### config.mk
export PLATFORM = sky130hd
export DESIGN_NAME = six_channel_led_effect_engine_core_flat
export DESIGN_NICKNAME = d
export VERILOG_FILES = /design/src/rtl/core/led_fx_pkg.sv /design/src/rtl/core/led_fx_in_if.sv /design/src/rtl/core/led_fx_out_if.sv /design/src/rtl/core/six_channel_led_effect_engine_core.sv /design/src/flat_wrapper.sv
export SDC_FILE = /design/constraint.sdc
export NUM_CORES = 1
export LEC_CHECK = 0
export BUFFER_PORTS_ARGS = -buffer_cell sky130_fd_sc_hd__buf_4
export CAP_MARGIN = 20
export CORE_MARGIN = 2
export CORE_UTILIZATION = 30
export CTS_BUF_LIST = sky130_fd_sc_hd__clkbuf_16
export DETAILED_ROUTE_END_ITERATION = 7
export GPL_TIMING_DRIVEN = 0
export RECOVER_POWER = 25
export SLEW_MARGIN = 20
export SYNTH_ARGS = -nofsm -noshare
export SYNTH_HDL_FRONTEND = slang
export SYNTH_SLANG_ARGS = --single-unit
### constraint.sdc
create_clock -name clk -period 13.61 [get_ports clk]
set_input_delay 2.0415 -clock clk [delete_from_list [all_inputs] [get_ports clk]]
set_output_delay 2.0415 -clock clk [all_outputs]
set_load 0.05 [all_outputs]
### src/rtl/core/led_fx_pkg.sv
// ----------------------------------------------------------------------------
// led_fx_pkg
// Types, codes and the per-channel program step of the LED effect engine.
// ----------------------------------------------------------------------------
`default_nettype none

package led_fx_pkg;

  // Number of duty fields on the result channel
  localparam int unsigned NUM_DUTY       = 6;
  // A tick reports all done when at least this many channels finished
  localparam int unsigned DONE_THRESHOLD = 5;

  // Command codes
  typedef enum logic {
    CMD_TICK = 1'b0,
    CMD_SET  = 1'b1
  } cmd_e;

  // Program codes; the two remaining codes mean idle
  typedef enum logic [2:0] {
    PROG_OFF     = 3'd0,
    PROG_NOMINAL = 3'd1,
    PROG_MAX     = 3'd2,
    PROG_BRAKE   = 3'd3,
    PROG_FADE    = 3'd4,
    PROG_FLASH   = 3'd5
  } prog_e;

  // Phase codes; phase three sends a fade or flash program back to start
  typedef enum logic [1:0] {
    PH_START = 2'd0,
    PH_RISE  = 2'd1,
    PH_FALL  = 2'd2
  } phase_e;

  // Configuration register indexes
  localparam logic [2:0] CFG_LEVEL_MAX      = 3'd0;
  localparam logic [2:0] CFG_LEVEL_MIN      = 3'd1;
  localparam logic [2:0] CFG_LEVEL_BRAKE    = 3'd2;
  localparam logic [2:0] CFG_LEVEL_FADE_LOW = 3'd3;
  localparam logic [2:0] CFG_NOMINAL_FLASH  = 3'd4;
  localparam logic [2:0] CFG_NOMINAL_BACK   = 3'd5;
  localparam logic [2:0] CFG_NOMINAL_FRONT  = 3'd6;

  typedef struct packed {
    logic [7:0] level_max;
    logic [7:0] level_min;
    logic [7:0] level_brake;
    logic [7:0] level_fade_low;
    logic [7:0] nominal_flash;
    logic [7:0] nominal_back;
    logic [7:0] nominal_front;
  } cfg_t;

  typedef struct packed {
    logic [2:0] prog;
    logic [7:0] level;
    logic [1:0] phase;
    logic [7:0] count;
    logic [7:0] speed;
  } chan_state_t;

  typedef struct packed {
    chan_state_t st;
    logic        done;
  } chan_step_t;

  // Nominal level by channel position: flash pair, back pair, front pair
  function automatic logic [7:0] nominal_of(int unsigned c, cfg_t cfg);
    logic [7:0] r;
    if (c < 2) begin
      r = cfg.nominal_flash;
    end else if (c < 4) begin
      r = cfg.nominal_back;
    end else begin
      r = cfg.nominal_front;
    end
    return r;
  endfunction

  // Run one channel's program for one tick
  function automatic chan_step_t chan_step(chan_state_t s, cfg_t cfg, logic [7:0] nominal);
    chan_step_t r;
    logic [7:0] cnt1;
    logic [7:0] lvl;
    logic [7:0] floor_lvl;
    r         = '{st: s, done: 1'b0};
    cnt1      = s.count + 8'd1;
    lvl       = s.level;
    floor_lvl = (nominal != cfg.level_max) ? cfg.level_fade_low : cfg.level_min;
    case (s.prog)
      PROG_OFF, PROG_NOMINAL, PROG_MAX: begin
        if (s.prog == PROG_OFF) begin
          r.st.level = 8'd0;
        end else if (s.prog == PROG_NOMINAL) begin
          r.st.level = nominal;
        end else begin
          r.st.level = cfg.level_max;
        end
        r.st.speed = 8'd0;
        r.st.phase = PH_START;
        r.st.count = 8'd0;
        r.done     = 1'b1;
      end
      PROG_BRAKE: begin
        r.st.level = cfg.level_brake;
        r.done     = 1'b1;
      end
      PROG_FADE: begin
        case (s.phase)
          PH_START: begin
            r.st.count = 8'd0;
            r.st.phase = PH_RISE;
          end
          PH_RISE: begin
            r.st.count = cnt1;
            if (cnt1 > s.speed) begin
              r.st.count = 8'd0;
              lvl        = s.level + 8'd1;
            end
            // clamp at the ceiling and turn around
            if (lvl > cfg.level_max) begin
              lvl        = cfg.level_max;
              r.st.phase = PH_FALL;
              r.st.count = 8'd0;
            end
            r.st.level = lvl;
            r.done     = 1'b1;
          end
          PH_FALL: begin
            r.st.count = cnt1;
            if (cnt1 > s.speed) begin
              r.st.count = 8'd0;
              lvl        = s.level - 8'd1;
            end
            // clamp at the floor and turn around
            if (lvl <= floor_lvl) begin
              lvl        = floor_lvl;
              r.st.phase = PH_RISE;
              r.st.count = 8'd0;
            end
            r.st.level = lvl;
            r.done     = 1'b1;
          end
          default: begin
            r.st.phase = PH_START;
          end
        endcase
      end
      PROG_FLASH: begin
        case (s.phase)
          PH_START: begin
            r.st.count = 8'd0;
            r.st.phase = PH_RISE;
          end
          PH_RISE: begin
            r.st.count = cnt1;
            if (cnt1 > s.speed) begin
              r.st.count = 8'd0;
              r.st.level = (s.level == cfg.level_max) ? 8'd0 : cfg.level_max;
            end
            r.done = 1'b1;
          end
          default: begin
            r.st.phase = PH_START;
          end
        endcase
      end
      default: begin
        // idle: hold state, report busy
        r.done = 1'b0;
      end
    endcase
    return r;
  endfunction

endpackage

`default_nettype wire

### src/rtl/core/led_fx_in_if.sv
// ----------------------------------------------------------------------------
// led_fx_in_if
// Command channel of the LED effect engine: tick or channel set beats.
// ----------------------------------------------------------------------------
`default_nettype none

interface led_fx_in_if;
  logic       valid;
  logic       ready;
  logic       command;
  logic [2:0] channel;
  logic       write_all;
  logic [2:0] program_req;
  logic [7:0] level;
  logic [1:0] phase;
  logic [7:0] speed;

  modport source (
    output valid, command, channel, write_all, program_req, level, phase, speed,
    input  ready
  );

  modport sink (
    input  valid, command, channel, write_all, program_req, level, phase, speed,
    output ready
  );
endinterface

`default_nettype wire

### src/rtl/core/led_fx_out_if.sv
// ----------------------------------------------------------------------------
// led_fx_out_if
// Result channel of the LED effect engine: six duties and the all-done flag.
// ----------------------------------------------------------------------------
`default_nettype none

interface led_fx_out_if;
  logic       valid;
  logic       ready;
  logic [9:0] duty_flash_left;
  logic [9:0] duty_flash_right;
  logic [9:0] duty_back_left;
  logic [9:0] duty_back_right;
  logic [9:0] duty_front_left;
  logic [9:0] duty_front_right;
  logic       all_done;

  modport source (
    output valid, duty_flash_left, duty_flash_right, duty_back_left, duty_back_right,
           duty_front_left, duty_front_right, all_done,
    input  ready
  );

  modport sink (
    input  valid, duty_flash_left, duty_flash_right, duty_back_left, duty_back_right,
           duty_front_left, duty_front_right, all_done,
    output ready
  );
endinterface

`default_nettype wire

### src/rtl/core/six_channel_led_effect_engine_core.sv
// ----------------------------------------------------------------------------
// six_channel_led_effect_engine_core
// Six LED channels running fixed, flash and slow fade programs per tick.
// ----------------------------------------------------------------------------
// Each beat on in_chan is either a set command, which writes one channel's
// program (and with write_all its level, phase and speed) and gives no
// result, or a tick, which runs every channel's program once and gives one
// beat on out_chan in the next cycle with the six duties (level times four)
// and the all-done flag. One beat is taken every cycle: the channel update
// is a single pass of small adds and compares from the state registers into
// the result register. A waiting result stalls further ticks only; set beats
// are still taken. Configuration writes are expected while no result waits.
`default_nettype none

module six_channel_led_effect_engine_core #(
  parameter int unsigned CHANNELS = 6
) (
  input  wire logic       clk,
  input  wire logic       rst_n,
  led_fx_in_if.sink       in_chan,
  led_fx_out_if.source    out_chan,
  input  wire logic       cfg_we,
  input  wire logic [2:0] cfg_index,
  input  wire logic [7:0] cfg_wdata
);

  localparam int unsigned DoneW = $clog2(CHANNELS + 1);

  led_fx_pkg::cfg_t        cfg_r;
  led_fx_pkg::chan_state_t chan_r   [CHANNELS];
  led_fx_pkg::chan_state_t chan_nxt [CHANNELS];
  logic [9:0]              duty_nxt [led_fx_pkg::NUM_DUTY];
  logic [9:0]              duty_r   [led_fx_pkg::NUM_DUTY];
  logic                    all_done_nxt;
  logic                    all_done_r;
  logic                    out_valid_r;
  logic                    out_valid_nxt;
  logic                    in_accept;
  logic                    is_tick;
  logic [DoneW-1:0]        done_cnt;

  // Take sets always; take ticks when the result register is free or being taken
  assign is_tick       = (in_chan.command == led_fx_pkg::CMD_TICK);
  assign in_chan.ready = !is_tick || !out_valid_r || out_chan.ready;
  assign in_accept     = in_chan.valid && in_chan.ready;

  // Configuration register writes
  always_ff @(posedge clk) begin
    if (!rst_n) begin
      cfg_r <= '{level_max: 8'd250, level_min: 8'd0, level_brake: 8'd200,
                 level_fade_low: 8'd20, nominal_flash: 8'd250,
                 nominal_back: 8'd60, nominal_front: 8'd100};
    end else if (cfg_we) begin
      unique case (cfg_index)
        led_fx_pkg::CFG_LEVEL_MAX:      cfg_r.level_max      <= cfg_wdata;
        led_fx_pkg::CFG_LEVEL_MIN:      cfg_r.level_min      <= cfg_wdata;
        led_fx_pkg::CFG_LEVEL_BRAKE:    cfg_r.level_brake    <= cfg_wdata;
        led_fx_pkg::CFG_LEVEL_FADE_LOW: cfg_r.level_fade_low <= cfg_wdata;
        led_fx_pkg::CFG_NOMINAL_FLASH:  cfg_r.nominal_flash  <= cfg_wdata;
        led_fx_pkg::CFG_NOMINAL_BACK:   cfg_r.nominal_back   <= cfg_wdata;
        led_fx_pkg::CFG_NOMINAL_FRONT:  cfg_r.nominal_front  <= cfg_wdata;
        default: ;
      endcase
    end
  end

  // Compute next channel state, duties and the finished count
  always_comb begin
    led_fx_pkg::chan_step_t step;
    done_cnt = '0;
    for (int unsigned d = 0; d < led_fx_pkg::NUM_DUTY; d++) begin
      duty_nxt[d] = 10'd0;
    end
    for (int unsigned c = 0; c < CHANNELS; c++) begin
      step        = led_fx_pkg::chan_step(chan_r[c], cfg_r, led_fx_pkg::nominal_of(c, cfg_r));
      chan_nxt[c] = chan_r[c];
      if (in_accept) begin
        if (is_tick) begin
          chan_nxt[c] = step.st;
        end else if (in_chan.channel == 3'(c)) begin
          chan_nxt[c].prog = in_chan.program_req;
          if (in_chan.write_all) begin
            chan_nxt[c].level = in_chan.level;
            chan_nxt[c].phase = in_chan.phase;
            chan_nxt[c].speed = in_chan.speed;
          end
        end
      end
      duty_nxt[c] = {step.st.level, 2'b00};
      done_cnt    = done_cnt + DoneW'(step.done);
    end
    all_done_nxt = (32'(done_cnt) >= led_fx_pkg::DONE_THRESHOLD);
  end

  // Hold the result until taken; load it on a tick
  always_comb begin
    out_valid_nxt = out_valid_r;
    if (out_chan.ready) begin
      out_valid_nxt = 1'b0;
    end
    if (in_accept && is_tick) begin
      out_valid_nxt = 1'b1;
    end
  end

  // Channel state registers
  always_ff @(posedge clk) begin
    if (!rst_n) begin
      for (int unsigned c = 0; c < CHANNELS; c++) begin
        chan_r[c] <= '0;
      end
      out_valid_r <= 1'b0;
    end else begin
      for (int unsigned c = 0; c < CHANNELS; c++) begin
        chan_r[c] <= chan_nxt[c];
      end
      out_valid_r <= out_valid_nxt;
    end
  end

  // Result payload register
  always_ff @(posedge clk) begin
    if (in_accept && is_tick) begin
      duty_r     <= duty_nxt;
      all_done_r <= all_done_nxt;
    end
  end

  assign out_chan.valid            = out_valid_r;
  assign out_chan.duty_flash_left  = duty_r[0];
  assign out_chan.duty_flash_right = duty_r[1];
  assign out_chan.duty_back_left   = duty_r[2];
  assign out_chan.duty_back_right  = duty_r[3];
  assign out_chan.duty_front_left  = duty_r[4];
  assign out_chan.duty_front_right = duty_r[5];
  assign out_chan.all_done         = all_done_r;

  // A tick beat always yields a result in the next cycle
  a_tick_gives_result: assert property (@(posedge clk) disable iff (!rst_n)
    (in_accept && is_tick) |=> out_chan.valid)
    else $error("tick beat produced no result");

  // A set beat never creates a result
  a_set_no_result: assert property (@(posedge clk) disable iff (!rst_n)
    (in_accept && !is_tick) |=> (out_chan.valid == $past(out_chan.valid && !out_chan.ready)))
    else $error("set beat changed result valid");

  // Input stalls only for a tick behind a waiting result
  a_stall_cause: assert property (@(posedge clk) disable iff (!rst_n)
    !in_chan.ready |-> (is_tick && out_chan.valid && !out_chan.ready))
    else $error("input stalled without a waiting result");

  // Off program on channel 0 clears its level and count on a tick
  a_off_clears: assert property (@(posedge clk) disable iff (!rst_n)
    (in_accept && is_tick && chan_r[0].prog == led_fx_pkg::PROG_OFF)
      |=> (chan_r[0].level == 8'd0 && chan_r[0].count == 8'd0))
    else $error("off program left channel level or count set");

endmodule

`default_nettype wire
### src/flat_wrapper.sv
// flat-port wrapper written by rule: the top's interface ports become plain ports
module six_channel_led_effect_engine_core_flat 
#(
  parameter int unsigned CHANNELS = 6
)
  (clk, rst_n, cfg_we, cfg_index, cfg_wdata, in_chan_valid, in_chan_command, in_chan_channel, in_chan_write_all, in_chan_program_req, in_chan_level, in_chan_phase, in_chan_speed, in_chan_ready, out_chan_valid, out_chan_duty_flash_left, out_chan_duty_flash_right, out_chan_duty_back_left, out_chan_duty_back_right, out_chan_duty_front_left, out_chan_duty_front_right, out_chan_all_done, out_chan_ready);
  led_fx_in_if in_chan_i ();
  led_fx_out_if out_chan_i ();
  input  wire logic clk;
  input  wire logic rst_n;
  input  wire logic cfg_we;
  input  wire logic [2:0] cfg_index;
  input  wire logic [7:0] cfg_wdata;
  input wire logic [$bits(in_chan_i.valid)-1:0] in_chan_valid;
  input wire logic [$bits(in_chan_i.command)-1:0] in_chan_command;
  input wire logic [$bits(in_chan_i.channel)-1:0] in_chan_channel;
  input wire logic [$bits(in_chan_i.write_all)-1:0] in_chan_write_all;
  input wire logic [$bits(in_chan_i.program_req)-1:0] in_chan_program_req;
  input wire logic [$bits(in_chan_i.level)-1:0] in_chan_level;
  input wire logic [$bits(in_chan_i.phase)-1:0] in_chan_phase;
  input wire logic [$bits(in_chan_i.speed)-1:0] in_chan_speed;
  output wire logic [$bits(in_chan_i.ready)-1:0] in_chan_ready;
  output wire logic [$bits(out_chan_i.valid)-1:0] out_chan_valid;
  output wire logic [$bits(out_chan_i.duty_flash_left)-1:0] out_chan_duty_flash_left;
  output wire logic [$bits(out_chan_i.duty_flash_right)-1:0] out_chan_duty_flash_right;
  output wire logic [$bits(out_chan_i.duty_back_left)-1:0] out_chan_duty_back_left;
  output wire logic [$bits(out_chan_i.duty_back_right)-1:0] out_chan_duty_back_right;
  output wire logic [$bits(out_chan_i.duty_front_left)-1:0] out_chan_duty_front_left;
  output wire logic [$bits(out_chan_i.duty_front_right)-1:0] out_chan_duty_front_right;
  output wire logic [$bits(out_chan_i.all_done)-1:0] out_chan_all_done;
  input wire logic [$bits(out_chan_i.ready)-1:0] out_chan_ready;
  assign in_chan_i.valid = in_chan_valid;
  assign in_chan_i.command = in_chan_command;
  assign in_chan_i.channel = in_chan_channel;
  assign in_chan_i.write_all = in_chan_write_all;
  assign in_chan_i.program_req = in_chan_program_req;
  assign in_chan_i.level = in_chan_level;
  assign in_chan_i.phase = in_chan_phase;
  assign in_chan_i.speed = in_chan_speed;
  assign in_chan_ready = in_chan_i.ready;
  assign out_chan_valid = out_chan_i.valid;
  assign out_chan_duty_flash_left = out_chan_i.duty_flash_left;
  assign out_chan_duty_flash_right = out_chan_i.duty_flash_right;
  assign out_chan_duty_back_left = out_chan_i.duty_back_left;
  assign out_chan_duty_back_right = out_chan_i.duty_back_right;
  assign out_chan_duty_front_left = out_chan_i.duty_front_left;
  assign out_chan_duty_front_right = out_chan_i.duty_front_right;
  assign out_chan_all_done = out_chan_i.all_done;
  assign out_chan_i.ready = out_chan_ready;
  six_channel_led_effect_engine_core #(.CHANNELS(CHANNELS)) u_core (.clk(clk), .rst_n(rst_n), .in_chan(in_chan_i), .out_chan(out_chan_i), .cfg_we(cfg_we), .cfg_index(cfg_index), .cfg_wdata(cfg_wdata));
endmodule
==> summary.txt <==
Run status
  • Status: finished with violations
  • Failing checks: design-rule violations, max-capacitance violations, max-slew violations

STA
  • Fin crit period: 7100 ps
  • Period utilization: 0.522
  • Tightest Pin Transition: 2540 ps
  • Worst Setup Slack, final: 6510 ps
  • # setup viols final: 0
  • Max-slew headroom: -0.695
  • RSZ-0062 raised after global routing: false
  • Slew Limit Fails: 35
  • Setup_tns: 0 ps
  • Final Skew: 42.4 ps
  • Max Clock Freq: between 100 and 150 MHz
  • Final hold violations: 0

Cells and area
  • Final Non-Filler Cells: between 4,000 and 5,000
  • Area grow syn2layout: 13.0%
  • Nets@finish: 3,579
  • Layout cells sized above 1: 0.0618
  • Post-layout util: 0.341

Power
  • PD cells: 95.1 nW/um^2
  • P_leak: 10.7 nW
  • Peak supply drop: 68.8 uV

Worst setup path
  • Critical Path Stages: 24
  • Crit Path Class: register to register
  • Crit end category: register
  • Worst-path fanout max: 10
  • Reg2reg path depth: 24
  • Worst Setup SP: u_core.chan_r[0][155]
  • Crit start category: register
  • CP Cell Sequence: nand3_1 -> nor2_1 -> nand3_1 -> xnor2_1 -> ha_1 -> nand4_1 -> nor2_1 -> a211oi_1 -> or2_2 -> clkbuf_1 -> nand3_1 -> xnor2_1 -> ha_1 -> nand3_1 -> nor3_1 -> a211oi_1 -> nor2_1 -> a21o_1 -> a32oi_1 -> nor4_1 -> clkbuf_1 -> a21o_1 -> a22oi_1 -> nor2_1
  • Crit path buffers/inverters: 2
  • R2R Path Start: u_core.chan_r[0][155]
  • Max incr delay on CP: 800 ps
  • Worst path slowest cell: a211oi_1
  • Cell family with most CP delay: simple AND/OR/NAND/NOR gates
  • CP arrival: 7610 ps
  • Critical path data required time: between 10,000 and 15,000 ps

Synth
  • Post-Synth XOR/XNOR Area: 0.0648
  • Prevailing post-synth register cell: dfxtp_1
  • Largest family of logic cells by synthesized area: compound AO/OA/AOI/OAI gates
  • Share of synthesized flip-flops with an asynchronous set or reset: 0
  • Flops & latches, synth: 280
  • Simple-gate area share of the yosys netlist: 0.221
  • Adder-Cell Fraction of Synth Area: 0.0961
  • Seq/Total Area, Yosys: 0.252
  • Number of enable flip-flop cells after synthesis: 49
  • Mapped Cells: about 3,200
  • Yosys cell types: 103
  • Avg Cell Area, Syn: 7.54 sq um
  • Synth Area in Compound Gates: 0.284
  • Synthesis Warnings: 0
  • Synth Cell Area: 24,200 sq um
  • Mux cell area share after synthesis: 0.0210

Die
  • Die height: 288 um
  • Core area: roughly 80,000 sq um
  • Rows: ~100
  • Die Span X: 288 um
  • Initial Util: 0.302
  • Die ar.: 82,900 sq um
  • I/O Pins: about 110

Job
  • Number of max-cap violations: 1

Drt
  • Number of vias per cell: 6.05
  • Met2 Wirelength: roughly 48 mm
  • Total number of vias: between 20,000 and 30,000
  • Remaining DRCs: 12
  • Total wire length: 118 mm
  • ANT nets after route: 0
  • Starting DRT DRC Count: 3,532
  • Top sig layer: met5
  • Number of detailed-route iterations in the first pass: 8
  • Wire per inst: ~26 um
  • Met3 Routed Length: 13.5 mm
  • Met1 WL: 46.9 mm

Clock tree
  • CTS tree: built
  • CTS buffer count: 37
  • Post-CTS Resized: 0
  • # H-tree levels: 2
  • Clk slew on worst S/H paths: 60 ps
  • Max Root-Sink Buffers: 3
  • CTS Root Buffer Type: clkbuf_16
  • Sink Count: 280
  • Setup bufs post-CTS: 0
  • Clk Latency, worst-skew pair: 590 ps
  • Cts hold-fix bufs: 0

Global route
  • Grt total ovfl: 0
  • Total GRT Usage: 0.274
  • Vias in the first global route: 24,222
  • Pin count of the biggest net entering global routing: 36
  • Initial antenna violation count: 4
  • Global-route wire length before repair: 167 mm

Placed design
  • Post-Place Setup Slack: 6770 ps
  • Port bufs: 88
  • Placed insts: 4,373
  • GPL Wtd Cong: 1.03
  • Dpl hpwl: around 87 mm

Min path
  • Hold_sp: u_core.chan_r[0][73]
  • Hold crit path type: register to register
  • Hold-critical path depth: 2
## worst register-to-register path, delay by kind of cell, from the launching register on
| kind | cells | cell delay [ps] |
|---|---|---|
| fa+ha+maj | 2 | 660 |
| xor+xnor | 2 | 470 |
| buf+inv | 2 | 890 |
| flops | 1 | 400 |
| simple gates | 12 | 3130 |
| compound gates | 6 | 1480 |
## per-stage QoR
step / hold slack [ps] / area, sq um / power (mW)
final: 457 / 27300 / 2.60
after global routing: 480 / 27300 / 2.69
after CTS: 457 / 27500 / 2.60
after detailed placement: 447 / 26300 / 1.60
after global placement: 441 / 26200 / 1.60
after floorplan: 430 / 24200 / 1.36
## state kept, by name (all words and copies together), names as in the netlist
register,cells
u_core.out_chan.duty_flash_left,8
u_core.out_chan.duty_front_right,8
u_core.out_chan.duty_front_left,8
u_core.chan_r,174
u_core.out_chan.valid,1
u_core.out_chan.duty_back_left,8
u_core.out_chan.duty_flash_right,8
u_core.out_chan.all_done,1
u_core.cfg_r,56
u_core.out_chan.duty_back_right,8
## synth_stat cells, drive strengths merged (50+ instances only)
cell type / count / share of area
nand2: 380 / 0.059
xor2: 101 / 0.037
o211ai: 52 / 0.016
nand3: 145 / 0.030
xnor2: 78 / 0.028
a22oi: 86 / 0.027
o21ai: 180 / 0.037
dfxtp: 231 / 0.19
nor3: 50 / 0.011
clkbuf: 190 / 0.029
nor2: 265 / 0.041
inv: 124 / 0.019
a21oi: 278 / 0.058
buf: 50 / 0.012
ha: 181 / 0.094
a21o: 55 / 0.017
## layout make-up
class / instances / area (sq um)
Antenna cell: 3 / 7.51
Buffer: 240 / 1010
Clock buffer: 40 / 1000
Clock inverter: 27 / 189
Fill cell: 8717 / 52800
Inverter: 128 / 480
Multi-Input combinational cell: 2574 / 16700
Sequential cell: 280 / 6100
Tap cell: 1060 / 1330
Timing Repair Buffer: 92 / 527
## placed cells by master, fill, tap and decap left out, drive strengths merged, types with 13 or more instances in the layout
cell type  Yosys  routed
a222oi        14      14
inv          124     132
a31oi         25      25
or2           24      24
and2          23      23
o21a          41      41
xnor2         78      78
nand4         48      48
a211oi        33      33
buf           50      91
nor3          50      50
nor2         265     265
mux2i         46      46
nand2b        36      36
nand3        145     145
nor2b         27      27
clkbuf       190     281
clkinv         4      20
nor4          35      35
a221oi        19      19
o21ai        180     180
o21bai        13      13
ha           181     181
a22o          28      28
o211ai        52      52
nand2        380     380
o221ai        19      19
xor2         101     101
a21o          55      55
edfxtp        49      49
o22ai         33      33
or3           25      25
a21oi        278     278
and3          35      35
a31o          14      14
a22oi         86      86
dfxtp        231     231
## kinds of logic (layout without fill, tap and decap cells)
group / count (synthesis) / in the layout
multiplexers: 50 / 50
other: 1 / 15
buffers and inverters: 368 / 527
AND/OR/NAND/NOR: 1126 / 1126
adder cells (fa/ha/maj): 184 / 184
AO/OA/AOI/OAI: 1023 / 1023
XOR/XNOR: 179 / 179
flip-flops: 280 / 280
## layer usage
layer | track usage | vias to the layer above
met5 | 0.00872 | -
met4 | 0.184 | 4
met3 | 0.0677 | 414
met2 | 0.397 | 1737
met1 | 0.357 | 12662
li1 | - | 12055
## worst paths after layout
path | slack (ps) | endpoint
setup reg to reg | 6510 | u_core.chan_r[0][156]
hold reg to reg | 460 | u_core.chan_r[0][73]
hold / removal | 460 | u_core.chan_r[0][73]
setup / recovery | 6510 | u_core.chan_r[0][156]
## power by group
group	switching (mW)	internal [mW]	total (mW)
Combinational	0.497	0.224	0.721
Sequential	0.0212	0.867	0.888
Clock	0.423	0.568	0.991
Total	0.941	1.66	2.60
Note: power is estimated with default switching activity, not from simulation.
